**config.mk**
```make
export PLATFORM = sky130hd
export DESIGN_NAME = weighted_round_robin_multi_queue
export DESIGN_NICKNAME = d
export VERILOG_FILES = /design/src/rtl/wrrmq_pkg.sv /design/src/rtl/wrrmq_ram.sv /design/src/rtl/wrrmq_pick.sv /design/src/rtl/weighted_round_robin_multi_queue.sv
export VERILOG_INCLUDE_DIRS = /design/src /design/src/rtl
export SDC_FILE = /design/constraint.sdc
export NUM_CORES = 2
export LEC_CHECK = 0
export BUFFER_PORTS_ARGS = -buffer_cell sky130_fd_sc_hd__buf_2
export CAP_MARGIN = 0
export CORE_MARGIN = 2
export CORE_UTILIZATION = 55
export DETAILED_ROUTE_END_ITERATION = 8
export PLACE_DENSITY_LB_ADDON = 0.1
export SETUP_SLACK_MARGIN = 0.5
export SKIP_LAST_GASP = 1
export SYNTH_ARGS = -nofsm -noshare
export SYNTH_HDL_FRONTEND = slang
export SYNTH_SLANG_ARGS = --single-unit
```
**constraint.sdc**
```tcl
create_clock -name i_clk -period 11.3 [get_ports i_clk]
set_clock_uncertainty 0.15 [all_clocks]
set_input_delay 0.565 -clock i_clk [delete_from_list [all_inputs] [get_ports i_clk]]
set_output_delay 0.565 -clock i_clk [all_outputs]
set_load 0.1 [all_outputs]
```
**src/rtl/weighted_round_robin_multi_queue_assert.svh**
```systemverilog
// Assertion macros shared by the weighted round robin multi-queue RTL
`ifndef WEIGHTED_ROUND_ROBIN_MULTI_QUEUE_ASSERT_SVH
`define WEIGHTED_ROUND_ROBIN_MULTI_QUEUE_ASSERT_SVH

// condition holds at every clock edge out of reset
`define WRRMQ_CHECK(label, cond) \
    label: assert property (@(posedge i_clk) disable iff (!i_rst_n) (cond)) \
        else $error("wrrmq: check failed");

// same-cycle implication
`define WRRMQ_IMPLY(label, ante, cons) \
    label: assert property (@(posedge i_clk) disable iff (!i_rst_n) (ante) |-> (cons)) \
        else $error("wrrmq: implication failed");

// next-cycle implication
`define WRRMQ_IMPLY_NEXT(label, ante, cons) \
    label: assert property (@(posedge i_clk) disable iff (!i_rst_n) (ante) |=> (cons)) \
        else $error("wrrmq: next-cycle implication failed");

`endif

```
**src/rtl/wrrmq_pkg.sv**
```systemverilog
// Types and constants for the weighted round robin multi-queue
`timescale 1ns / 1ps

package wrrmq_pkg;

    localparam int DEF_NUM_QUEUES  = 4;
    localparam int DEF_QUEUE_DEPTH = 16;

    localparam int MSG_W          = 32;
    localparam int QID_W          = 2;
    localparam int WEIGHT_W       = 8;
    localparam int NUM_CFG_QUEUES = 4;
    localparam int CFG_IDX_W      = 3;
    localparam int CFG_DATA_W     = 8;

    localparam logic [CFG_IDX_W-1:0] CFG_QUEUE_ENABLE = 3'd0;
    localparam logic [CFG_IDX_W-1:0] CFG_WEIGHT_Q0    = 3'd1;
    localparam logic [CFG_IDX_W-1:0] CFG_WEIGHT_Q1    = 3'd2;
    localparam logic [CFG_IDX_W-1:0] CFG_WEIGHT_Q2    = 3'd3;
    localparam logic [CFG_IDX_W-1:0] CFG_WEIGHT_Q3    = 3'd4;

    typedef enum logic {
        FUNC_PUT = 1'b0,
        FUNC_GET = 1'b1
    } t_func;

    typedef enum logic [1:0] {
        ST_OK       = 2'd0,
        ST_EMPTY    = 2'd1,
        ST_FULL     = 2'd2,
        ST_DISABLED = 2'd3
    } t_status;

    typedef struct packed {
        t_func              func;
        logic [QID_W-1:0]   queue_id;
        logic [MSG_W-1:0]   message;
    } t_in_item;

    typedef struct packed {
        t_status            status;
        logic [MSG_W-1:0]   message_out;
        logic [QID_W-1:0]   served_queue;
        logic               ready_pulse;
    } t_out_item;

endpackage

```
**src/rtl/wrrmq_ram.sv**
```systemverilog
// Simple dual-port RAM, one write and one registered read port
`timescale 1ns / 1ps

module wrrmq_ram #(
    parameter  int WIDTH = wrrmq_pkg::MSG_W,
    parameter  int DEPTH = wrrmq_pkg::DEF_NUM_QUEUES * wrrmq_pkg::DEF_QUEUE_DEPTH,
    localparam int AW    = (DEPTH > 1) ? $clog2(DEPTH) : 1
) (
    input  logic             i_clk,
    input  logic             i_we,
    input  logic [AW-1:0]    i_waddr,
    input  logic [WIDTH-1:0] i_wdata,
    input  logic             i_re,
    input  logic [AW-1:0]    i_raddr,
    output logic [WIDTH-1:0] o_rdata
);

    logic [WIDTH-1:0] r_mem [DEPTH];
    logic [WIDTH-1:0] r_rdata;

    always_ff @(posedge i_clk) begin
        if (i_we) begin
            r_mem[i_waddr] <= i_wdata;
        end
        if (i_re) begin
            r_rdata <= r_mem[i_raddr];
        end
    end

    assign o_rdata = r_rdata;

endmodule

```
**src/rtl/wrrmq_pick.sv**
```systemverilog
// Rotating priority encoder: first request after a base index, wrapping
`timescale 1ns / 1ps

module wrrmq_pick #(
    parameter  int NUM_QUEUES = wrrmq_pkg::DEF_NUM_QUEUES,
    localparam int QW         = (NUM_QUEUES > 1) ? $clog2(NUM_QUEUES) : 1
) (
    input  logic [NUM_QUEUES-1:0] i_req,
    input  logic [QW-1:0]         i_base,
    output logic                  o_found,
    output logic [QW-1:0]         o_idx
);

    always_comb begin
        logic [QW:0] pos;
        o_found = 1'b0;
        o_idx   = i_base;
        // highest offset first so the nearest request wins
        for (int k = NUM_QUEUES - 1; k >= 1; k--) begin
            pos = {1'b0, i_base} + (QW + 1)'(k);
            if (pos >= (QW + 1)'(NUM_QUEUES)) begin
                pos = pos - (QW + 1)'(NUM_QUEUES);
            end
            if (i_req[pos[QW-1:0]]) begin
                o_found = 1'b1;
                o_idx   = pos[QW-1:0];
            end
        end
    end

endmodule

```
**src/rtl/weighted_round_robin_multi_queue.sv**
```systemverilog
// Top level: weighted round robin multi-queue with put/get command channel
//
// Usage:
//   Input channel (i_in_valid / o_in_ready, i_in_data) carries put and get
//   commands. Every command returns exactly one result beat on the output
//   channel (o_out_valid / i_out_ready, o_out_data).
//   Configuration channel (i_cfg_valid / o_cfg_ready, i_cfg_index, i_cfg_data)
//   is always ready; write it only while no command is in flight.
//   A command beat is held in the command stage, then its result in the result register.
//   Throughput: one command per cycle unless the receiver stalls; each command
//   is decided in one pass through the stage register, at most one RAM access.
//   Reset: all queues empty, consumer idle, all queues enabled, weights one.
//   The message RAM is not cleared; it is only read at written entries.
//   Receiver stall: the result register holds its beat; o_in_ready drops once
//   the command stage is also occupied, and rises again as soon as the
//   result is taken.
`timescale 1ns / 1ps

`include "weighted_round_robin_multi_queue_assert.svh"

module weighted_round_robin_multi_queue #(
    parameter int NUM_QUEUES  = wrrmq_pkg::DEF_NUM_QUEUES,
    parameter int QUEUE_DEPTH = wrrmq_pkg::DEF_QUEUE_DEPTH
) (
    input  logic                                i_clk,
    input  logic                                i_rst_n,
    input  logic                                i_in_valid,
    output logic                                o_in_ready,
    input  wrrmq_pkg::t_in_item                 i_in_data,
    output logic                                o_out_valid,
    input  logic                                i_out_ready,
    output wrrmq_pkg::t_out_item                o_out_data,
    input  logic                                i_cfg_valid,
    output logic                                o_cfg_ready,
    input  logic [wrrmq_pkg::CFG_IDX_W-1:0]     i_cfg_index,
    input  logic [wrrmq_pkg::CFG_DATA_W-1:0]    i_cfg_data
);

    import wrrmq_pkg::*;

    localparam int QW = (NUM_QUEUES > 1) ? $clog2(NUM_QUEUES) : 1;
    localparam int IW = $clog2(QUEUE_DEPTH);
    localparam int RAM_DEPTH = NUM_QUEUES * QUEUE_DEPTH;
    localparam int AW = (RAM_DEPTH > 1) ? $clog2(RAM_DEPTH) : 1;

    typedef struct packed {
        logic          lap;
        logic [IW-1:0] idx;
    } t_ptr;

    function automatic t_ptr f_ptr_inc(t_ptr p);
        t_ptr r;
        r = p;
        if (p.idx == IW'(QUEUE_DEPTH - 1)) begin
            r.idx = '0;
            r.lap = ~p.lap;
        end else begin
            r.idx = p.idx + 1'b1;
        end
        return r;
    endfunction

    // configuration
    logic [NUM_CFG_QUEUES-1:0] r_queue_enable;
    logic [WEIGHT_W-1:0]       r_weight [NUM_CFG_QUEUES];

    // command stage
    logic     r_s1_valid;
    t_in_item r_s1;

    // queue state
    t_ptr          r_rd  [NUM_QUEUES];
    t_ptr          r_wr  [NUM_QUEUES];
    logic [WEIGHT_W-1:0] r_wc [NUM_QUEUES];
    logic [QW-1:0] r_cur;
    logic          r_idle;
    t_ptr          n_rd  [NUM_QUEUES];
    t_ptr          n_wr  [NUM_QUEUES];
    logic [WEIGHT_W-1:0] n_wc [NUM_QUEUES];
    logic [QW-1:0] n_cur;
    logic          n_idle;

    // result register
    logic    r_out_valid;
    t_status r_out_status;
    logic    r_out_get;
    logic [QID_W-1:0] r_out_served;
    logic    r_out_pulse;
    t_status n_status;
    logic [QID_W-1:0] n_served;
    logic    n_pulse;

    logic in_fire, out_free, s1_fire;

    logic [NUM_QUEUES-1:0] en_vec, empty_vec, full_vec, rdy;
    logic [WEIGHT_W-1:0]   w_vec [NUM_QUEUES];

    logic          put_in_range, put_en;
    logic [QW-1:0] qid_q;
    logic          found0, do_scan, scan_found, get_found;
    logic [QW-1:0] scan_idx, q_s, next_idx;
    logic          next_found;
    logic [WEIGHT_W-1:0] wc_inc, w_eff;
    logic          turn_end;

    logic          ram_we, ram_re;
    logic [AW-1:0] ram_waddr, ram_raddr;
    logic [MSG_W-1:0] ram_rdata;

    assign out_free   = !r_out_valid || i_out_ready;
    assign s1_fire    = r_s1_valid && out_free;
    assign o_in_ready = !r_s1_valid || out_free;
    assign in_fire    = i_in_valid && o_in_ready;
    assign o_cfg_ready = 1'b1;

    always_ff @(posedge i_clk) begin
        if (!i_rst_n) begin
            r_queue_enable <= '1;
            for (int i = 0; i < NUM_CFG_QUEUES; i++) begin
                r_weight[i] <= WEIGHT_W'(1);
            end
        end else if (i_cfg_valid) begin
            case (i_cfg_index)
                CFG_QUEUE_ENABLE: r_queue_enable <= i_cfg_data[NUM_CFG_QUEUES-1:0];
                CFG_WEIGHT_Q0:    r_weight[0] <= i_cfg_data;
                CFG_WEIGHT_Q1:    r_weight[1] <= i_cfg_data;
                CFG_WEIGHT_Q2:    r_weight[2] <= i_cfg_data;
                CFG_WEIGHT_Q3:    r_weight[3] <= i_cfg_data;
                default: ;
            endcase
        end
    end

    // per-queue flags; queues beyond the register set are always on, weight one
    for (genvar g = 0; g < NUM_QUEUES; g++) begin : g_queue
        if (g < NUM_CFG_QUEUES) begin : g_cfg
            assign en_vec[g] = r_queue_enable[g];
            assign w_vec[g]  = r_weight[g];
        end else begin : g_fixed
            assign en_vec[g] = 1'b1;
            assign w_vec[g]  = WEIGHT_W'(1);
        end
        assign empty_vec[g] = (r_rd[g] == r_wr[g]);
        assign full_vec[g]  = (r_rd[g].idx == r_wr[g].idx) && (r_rd[g].lap != r_wr[g].lap);
    end

    assign rdy = en_vec & ~empty_vec;

    // put decode
    assign qid_q        = QW'(r_s1.queue_id);
    assign put_in_range = (int'(r_s1.queue_id) < NUM_QUEUES);
    assign put_en       = put_in_range && en_vec[qid_q];

    // get decode
    assign found0  = rdy[r_cur];
    assign do_scan = !found0 && !r_idle;

    wrrmq_pick #(
        .NUM_QUEUES (NUM_QUEUES)
    ) u_scan (
        .i_req   (rdy),
        .i_base  (r_cur),
        .o_found (scan_found),
        .o_idx   (scan_idx)
    );

    assign get_found = found0 || (do_scan && scan_found);
    assign q_s       = found0 ? r_cur : scan_idx;

    wrrmq_pick #(
        .NUM_QUEUES (NUM_QUEUES)
    ) u_next (
        .i_req   (en_vec),
        .i_base  (q_s),
        .o_found (next_found),
        .o_idx   (next_idx)
    );

    assign wc_inc   = r_wc[q_s] + 1'b1;
    assign w_eff    = (w_vec[q_s] == '0) ? WEIGHT_W'(1) : w_vec[q_s];
    assign turn_end = (wc_inc >= w_eff);

    assign ram_waddr = AW'(int'(qid_q) * QUEUE_DEPTH + int'(r_wr[qid_q].idx));
    assign ram_raddr = AW'(int'(q_s) * QUEUE_DEPTH + int'(r_rd[q_s].idx));

    always_comb begin
        n_rd     = r_rd;
        n_wr     = r_wr;
        n_wc     = r_wc;
        n_cur    = r_cur;
        n_idle   = r_idle;
        n_status = ST_OK;
        n_served = '0;
        n_pulse  = 1'b0;
        ram_we   = 1'b0;
        ram_re   = 1'b0;
        if (s1_fire) begin
            case (r_s1.func)
                FUNC_PUT: begin
                    if (!put_en) begin
                        n_status = ST_DISABLED;
                    end else if (full_vec[qid_q]) begin
                        n_status = ST_FULL;
                    end else begin
                        ram_we       = 1'b1;
                        n_wr[qid_q]  = f_ptr_inc(r_wr[qid_q]);
                        if (r_idle) begin
                            n_idle  = 1'b0;
                            n_pulse = 1'b1;
                        end
                    end
                end
                FUNC_GET: begin
                    if (!get_found) begin
                        n_status = ST_EMPTY;
                        n_idle   = 1'b1;
                    end else begin
                        ram_re    = 1'b1;
                        n_idle    = 1'b0;
                        n_served  = QID_W'(q_s);
                        n_rd[q_s] = f_ptr_inc(r_rd[q_s]);
                        if (turn_end) begin
                            n_wc[q_s] = '0;
                            n_cur     = next_found ? next_idx : q_s;
                        end else begin
                            n_wc[q_s] = wc_inc;
                            n_cur     = q_s;
                        end
                    end
                end
                default: ;
            endcase
        end
    end

    always_ff @(posedge i_clk) begin
        if (!i_rst_n) begin
            r_s1_valid  <= 1'b0;
            r_out_valid <= 1'b0;
            r_cur       <= '0;
            r_idle      <= 1'b1;
            for (int i = 0; i < NUM_QUEUES; i++) begin
                r_rd[i] <= '0;
                r_wr[i] <= '0;
                r_wc[i] <= '0;
            end
        end else begin
            if (in_fire) begin
                r_s1_valid <= 1'b1;
            end else if (s1_fire) begin
                r_s1_valid <= 1'b0;
            end
            if (s1_fire) begin
                r_out_valid <= 1'b1;
            end else if (i_out_ready) begin
                r_out_valid <= 1'b0;
            end
            r_rd   <= n_rd;
            r_wr   <= n_wr;
            r_wc   <= n_wc;
            r_cur  <= n_cur;
            r_idle <= n_idle;
        end
    end

    always_ff @(posedge i_clk) begin
        if (in_fire) begin
            r_s1 <= i_in_data;
        end
        if (s1_fire) begin
            r_out_status <= n_status;
            r_out_get    <= (r_s1.func == FUNC_GET);
            r_out_served <= n_served;
            r_out_pulse  <= n_pulse;
        end
    end

    wrrmq_ram #(
        .WIDTH (MSG_W),
        .DEPTH (RAM_DEPTH)
    ) u_store (
        .i_clk   (i_clk),
        .i_we    (ram_we),
        .i_waddr (ram_waddr),
        .i_wdata (r_s1.message),
        .i_re    (ram_re),
        .i_raddr (ram_raddr),
        .o_rdata (ram_rdata)
    );

    assign o_out_valid             = r_out_valid;
    assign o_out_data.status       = r_out_status;
    assign o_out_data.message_out  = (r_out_get && r_out_status == ST_OK) ? ram_rdata : '0;
    assign o_out_data.served_queue = r_out_served;
    assign o_out_data.ready_pulse  = r_out_pulse;

    `WRRMQ_CHECK(a_cur_in_range, int'(r_cur) < NUM_QUEUES)
    `WRRMQ_CHECK(a_ram_single_access, !(ram_we && ram_re))
    `WRRMQ_IMPLY(a_serve_ready_queue, ram_re, rdy[q_s])
    `WRRMQ_IMPLY_NEXT(a_miss_sets_idle, s1_fire && r_s1.func == FUNC_GET && !get_found, r_idle)
    `WRRMQ_IMPLY(a_pulse_on_put_ok, o_out_valid && o_out_data.ready_pulse, o_out_data.status == ST_OK && !r_out_get)

endmodule

```
* Yosys cells after proc, flatten, opt, wreduce, memory -nomap -nowiden
Memory sizes are Yosys's and may differ from the RTL's. A register that Yosys moved wholly into a read port is not among the register bits.
Index checks and enable logic that the tools add are counted.
** Storage, ports and cells
- Register bits after elaboration :: 122
- Memories :: 2
- Input port bits :: 51
- Memory bits (writable) :: 2080
- Word-level logic and storage cells :: 258
** Memory list
- u_store.r_mem :: words 64, width 32, rd ports 1, clocked after Yosys merged registers in 1, write ports 1, RTL line wrrmq_ram.sv:18 : logic [WIDTH-1:0] r_mem [DEPTH];
- r_weight :: words 4, width 8, rd ports 4, clocked after Yosys merged registers in 0, write ports 4, RTL line weighted_round_robin_multi_queue.sv:65 : logic [WEIGHT_W-1:0] r_weight [NUM_CFG_QUEUES];
** Cells by class
- Bitwise operators :: 15
- Equal/unequal tests :: 20
- $lt $le $gt $ge :: 19
- Mux-type cells :: 124
- $add $sub $neg :: 17
- Reductions and logical operators :: 29
** Operators with widths (number)
- $mux 8 :: 10
- $mux 32 :: 2
- $mux 1 :: 59
- $bwmux 20 :: 2
- $mux 4 :: 9
- $mux 2 :: 17
- $and 32x32->32 :: 1
- $bmux 8 s2 :: 2
- $bwmux 32 :: 1
- $not 32->32 :: 1
- $mux 5 :: 6
- $ge 3x3->1 const B :: 8
- $lt 2x3->1 const B :: 8
- $bmux 5 s2 :: 2
- $demux 5 s2 :: 2
- $eq 5x5->1 :: 4
- $bmux 1 s2 :: 9
- $demux 8 s2 :: 1
- $eq 4x4->1 :: 4
- $add 2x2->3 const B :: 4
- $add 6x4->6 :: 2
- $sub 2x1->2 const B :: 6
- $logic_and 1x1->1 :: 11
- $add 4x1->4 const B :: 2
- other kinds (27) :: 51

* Longest topological paths before layout
- Word-level depth :: 19
- Gate-level depth with buffers :: 30

* Modules after synthesis
From an unflattened synthesis, not the netlist that was laid out.
** Second synthesis, totals
- Cell total of the unflattened synthesis :: 4086
- Area total of the unflattened synthesis :: 86334.1 um^2
** Modules (own cells, without submodules)
- wrrmq_ram :: area an instance 78833.1 um^2, instances 1, cells an instance 3324
- weighted_round_robin_multi_queue :: area an instance 7270.7 um^2, instances 1, cells an instance 726
- wrrmq_pick :: area an instance 115.1 um^2, instances 2, cells an instance 18

* Worst setup path before layout
No wires, ideal clock.
- Path kind :: reg2reg
- From :: register r_rd[8] (netlist bit)
- To :: register r_cur[0]
- Clock period less this slack :: 5265 ps
- Library setup time :: 195 ps
- Cell stages (with the launch flop) :: 29
- Path buffers :: 5
- Slack :: 6035 ps
- Arrival time :: 4920 ps
- Path through :: dfxtp_1 > xnor2_1 > nand4_1 > o21ai_1 > o221ai_1 > a21oi_2 > buf_2 > clkbuf_1 > buf_1 > clkbuf_1 > nand2_1 > nand3_1 > o21ai_0 > nand4_1 > o221ai_1 > ha_1 > nand2b_1 > a21o_1 > a21o_1 > a21o_1 > a21oi_1 > nor2b_1 > o21ai_0 > nand2b_1 > a21o_1 > clkbuf_1 > o211ai_1 > xnor2_1 > a211oi_1
** On the way
- Longest elaborated chain between the ends :: 19
- Elaborated cells between the ends (all ways) :: 60
- Classes of those cells :: add/sub: 7; order compare: 4; eq/ne: 1; mux: 39; bitwise: 3; reduce/logical: 6
** RTL lines
- start, declared :: RTL line weighted_round_robin_multi_queue.sv:72 : t_ptr r_rd [NUM_QUEUES];
- start signal, assigned :: RTL line weighted_round_robin_multi_queue.sv:258 : r_rd <= n_rd;
- $eq 5x5->1 * :: RTL line weighted_round_robin_multi_queue.sv:143 : assign empty_vec[g] = (r_rd[g] == r_wr[g]);
- $not 4->4 * :: RTL line weighted_round_robin_multi_queue.sv:147 : assign rdy = en_vec & ~empty_vec;
- $and 4x4->4 * :: RTL line weighted_round_robin_multi_queue.sv:147
- $bmux 1 s2 :: RTL line wrrmq_pick.sv:24 : if (i_req[pos[QW-1:0]]) begin
- $mux 1 (not written as such) :: RTL line wrrmq_pick.sv:24
- $mux 2 (3 in series) :: RTL line wrrmq_pick.sv:24
- $mux 2 * :: RTL line weighted_round_robin_multi_queue.sv:168 : assign q_s = found0 ? r_cur : scan_idx;
- net q_s[0] :: RTL line weighted_round_robin_multi_queue.sv:101 : logic [QW-1:0] scan_idx, q_s, next_idx;
- branches (longest 9 deep; another with $add 8x1->8)
- $mux 2 * :: RTL line weighted_round_robin_multi_queue.sv:222 : if (turn_end) begin
- end signal, assigned :: RTL line weighted_round_robin_multi_queue.sv:261 : r_cur <= n_cur;
- end, declared :: RTL line weighted_round_robin_multi_queue.sv:75 : logic [QW-1:0] r_cur;
Mark *: on every way through the listed nets, which the timed path passes. The select of a mux whose other input is x is not followed.
A chain may end at the register's enable or synchronous reset.

* Final worst setup path
- From :: register r_rd[3] (netlist bit)
- To :: register u_store.r_rdata[27] (netlist: u_store.o_rdata[27]), read port of u_store.r_mem, data pin
** On the way
- Longest elaborated chain between the ends :: 14
- Elaborated cells between the ends (all ways) :: 30
- Classes of those cells :: add/sub: 1; eq/ne: 1; mux: 21; bitwise: 3; reduce/logical: 4
** RTL lines
- $eq 5x5->1 :: RTL line weighted_round_robin_multi_queue.sv:143
- $not 4->4 :: RTL line weighted_round_robin_multi_queue.sv:147
- $and 4x4->4 :: RTL line weighted_round_robin_multi_queue.sv:147
- $bmux 1 s2 :: RTL line wrrmq_pick.sv:24
- $mux 1 (not written as such) :: RTL line wrrmq_pick.sv:24
- $mux 2 (3 in series) :: RTL line wrrmq_pick.sv:24
- $mux 2 :: RTL line weighted_round_robin_multi_queue.sv:168
- $not 2->3 (not written as such) :: RTL line weighted_round_robin_multi_queue.sv:184 : assign ram_raddr = AW'(int'(q_s) * QUEUE_DEPTH + int'(r_rd[q_s].idx));
- $bmux 5 s2 :: RTL line weighted_round_robin_multi_queue.sv:184
- $mux 5 (2 in series)
- $add 6x4->6 :: RTL line weighted_round_robin_multi_queue.sv:184
- end, declared :: RTL line wrrmq_ram.sv:19 : logic [WIDTH-1:0] r_rdata;
Parallel ways exist; a longest one is shown, timed or not. The select of a mux whose other input is x is not followed.

==> results.sh <==
export IMPL_ys_types=66
export IMPL_synth_largest_area_cell="edfxtp_1"
export IMPL_maxSlewHeadroom_pct=1.715
export IMPL_die_area_um2=165300
export IMPL_ios=91
export IMPL_setup_violations=0
export IMPL_hpwlAfterDp_mm=138.6
export IMPL_critPathLaunchType="register"
export IMPL_finalPower_uw=17380
export IMPL_synthArstFlopShare_pct=0
export IMPL_drive_gt1_share_pct=11.20
export IMPL_drt_first_iter_violations=7966
export IMPL_synth_flop_cell="edfxtp_1"
export IMPL_syn_nets=6310
export IMPL_area_delta_synth_final_pct=12.16
export IMPL_crit_type="reg2reg"
export IMPL_placementRows=147
export IMPL_rsz0062_at_grt="no"
export IMPL_critPathArrivalTime_ns=8.64
export IMPL_worstMarginPinSlew_ns=1.461
export IMPL_netlist_instances=6244
export IMPL_track_usage_pct=31.49
export IMPL_slew_viol_final=0
export IMPL_die_h_um=406.5
export IMPL_power_frac_clock_pct=40.7
export IMPL_clk_path_buf_depth=3
export IMPL_tritoncts="yes"
export IMPL_finish_instance_area_um2=99950
export IMPL_place_congestion=0.8659
export IMPL_ctsHtreeMaxLevel=4
export IMPL_synth_top_cell_area_share_pct=72.55
export IMPL_clock_sinks=2234
export IMPL_max_freq_ghz=0.1240
export IMPL_place_area_um2=92510
export IMPL_gr_total_overflow=0
export IMPL_synth_edf_count=2153
export IMPL_maxCapViolations=1
export IMPL_core_um2=160800
export IMPL_ys_warn_count=0
export IMPL_status="complete, but fails checks"
export IMPL_worstSkewPairLatency_ns=0.86
export IMPL_syn_avg_cell_area_um2=14.27
export IMPL_internal_power_uw=13380
export IMPL_grt_pass1_wl_mm=374.7
export IMPL_seq_area_frac_synth_pct=74.37
export IMPL_route_final_wire_length_mm=261.7
export IMPL_grt_max_degree=146
export IMPL_ir_drop_v=0.0001689
export IMPL_dieWidth_um=406.5
export IMPL_n_fill_cell=12180
export IMPL_cts_root_buffer="clkbuf_16"
export IMPL_via_per_inst=6.472
export IMPL_leakagePower_uw=0.03402
export IMPL_grt_pass1_vias=52980
export IMPL_post_place_ws_ns=3.603
export IMPL_swShare_pct=23.04
export IMPL_finalCritPeriodShare_pct=71.36
export IMPL_first_pass_iters=8
export IMPL_powerDensity_nw_per_um2=173.9
export IMPL_period_minus_slack_ns=8.064
export IMPL_vias=56120
export IMPL_initial_core_util_pct=55.44
export IMPL_final_cell_mix="edfxtp_1, nand2_1, nand3_1, a211oi_1, and3_1"
export IMPL_antenna_found_initial=9
export IMPL_portBuffers=89
export IMPL_tns_ns=0
export IMPL_synth_seq_cells=2234
export IMPL_syn_area_um2=89110
export IMPL_switching_power_uw=4006
export IMPL_comb_power_share_pct=6.8
export IMPL_cts_setup_buffers=0
export IMPL_end_kind="register"
export IMPL_yosys_top_cells_area="edfxtp_1, nand2_1, a211oi_1"
export IMPL_required_ns=11.88
export IMPL_power_frac_seq_pct=52.5
export IMPL_crit_fanout=130
export IMPL_final_common_cell="edfxtp_1"
export IMPL_failed_checks="capacitance limit"
export IMPL_hold_viol=0
export IMPL_nets=6380
export IMPL_clk_pin_slew_ns=0.06
export IMPL_drt_wirelength_per_cell_um=30.18
export IMPL_hold_class="in2reg"
export IMPL_drc_errors=0
export IMPL_final_setup_worst_slack_ns=3.236
export IMPL_numCtsBuffers=220
export IMPL_drtAntennaViolNets=0
[final timing paths]
| kind | from | end | slack, ns | cells past startpoint |
|---|---|---|---|---|
| hold / removal | i_in_data[29] | r_s1[29] | 0.27 | 2 |
| setup reg to reg | r_rd[3] | u_store.o_rdata[27] | 3.24 | 17 |
| hold reg to reg | r_wc[1] | r_wc[1] | 0.31 | 2 |
| setup / recovery | r_rd[3] | u_store.o_rdata[27] | 3.24 | 17 |
[layout make-up]
class	count	area, µm²	share of cell area [%]
clock buffers	283	5878	5.881
multi-input cells	3523	21550	21.56
inverters	16	75.07	0.07511
diodes	3	7.507	0.007511
clock inverters	133	1041	1.041
repair buffers	319	2422	2.423
flip-flops and latches	2234	66270	66.30
well taps	2160	2703	2.704
[power by group through the flow]
stage	Clock [µW]	Combinational, µW	Sequential (µW)
floorplan	0	621	9360
global placement	0	1140	9300
detailed placement	0	1150	9300
CTS	7140	1170	9120
global route	7450	1250	9120
finish	7080	1180	9120
[Yosys cell counts (5+ instances only)]
master       n
nand3_1    378
buf_1       47
a221oi_1    62
buf_2      105
a22oi_1     16
a31oi_1    106
xnor2_1     25
a21o_1       7
a21oi_1     62
o31ai_1      5
nor2_1     165
buf_4        8
inv_1       12
clkbuf_1   310
ha_1        15
nor2b_1     10
o311ai_0    33
a211oi_1   331
nor4_1      33
a211o_1      5
and3_1     327
a31o_2      10
dfxtp_1     81
a32oi_1     31
and2_1      70
a311oi_1   188
o211ai_1     6
mux2i_1    172
o21ai_0     49
nand4_1      7
mux4_2      40
xor2_1       6
a31o_1      23
nand2b_1     8
nand2_1   1180
edfxtp_1  2153
nor3_1     100
[per-layer routing]
layer	GRT usage, %	share of wire [%]	vias up
met5	0	0.018	-
met4	9.610	3.0	8
met3	4.972	9.6	439
met2	49.07	46	2943
met1	46.09	41	28500
li1	-	-	24230
[sequential cells by signal, indices dropped and copies added, names as in the netlist, 2 cells and up]
register / count
u_store.r_mem: 2048
r_s1: 33
r_wc: 32
r_weight: 32
u_store.o_rdata: 32
r_rd: 20
r_wr: 20
en_vec: 4
qid_q: 2
r_cur: 2
r_out_served: 2
r_out_status: 2
[critical path, stage by stage (launching register included)]
cell and delay [ns]:
dfxtp_1 0.53, xnor2_1 0.19, nand4_1 0.22, o21a_1 0.31, a211oi_1 0.49, nor3_4 0.07, buf_4 0.25, buf_4 0.40
a211o_4 0.77, buf_12 0.42, nand2_4 0.62, buf_12 0.55, buf_4 0.61, a211oi_1 0.16, a311oi_1 0.36, nor3_1 0.13
nor4_1 1.14, a31o_2 0.22
[through the flow]
| step | util (%) | instances | hold slack (ns) |
|---|---|---|---|
| after floorplan | - | 6244 | 0.2857 |
| after global placement | 57.53 | 8199 | 0.2916 |
| after detailed placement | 57.55 | 8200 | 0.2970 |
| after CTS | 62.17 | 8667 | 0.2057 |
| after global routing | 62.17 | 8668 | 0.2397 |
| final | 62.18 | 8671 | 0.2674 |
[cells by family (layout without fill, tap and decap cells)]
| group | count (synthesis) | count (layout) | synth area share [%] |
|---|---|---|---|
| flip-flops | 2234 | 2234 | 74.37 |
| other | 1 | 4 | 0.004208 |
| AND/OR/NAND/NOR | 2293 | 2293 | 11.67 |
| multiplexers | 214 | 214 | 2.968 |
| XOR/XNOR | 31 | 31 | 0.3047 |
| buffers and inverters | 487 | 751 | 2.234 |
| AO/OA/AOI/OAI | 969 | 969 | 8.243 |
| adder cells (fa/ha/maj) | 15 | 15 | 0.2106 |
[what timing repair did]
| action | in CTS | in global routing |
|---|---|---|
| hold buffers | 51 | 0 |
| hold endpoints to repair | 77 | 0 |
| gates resized for setup | 0 | 0 |
Note: power is estimated with default switching activity, not from simulation.
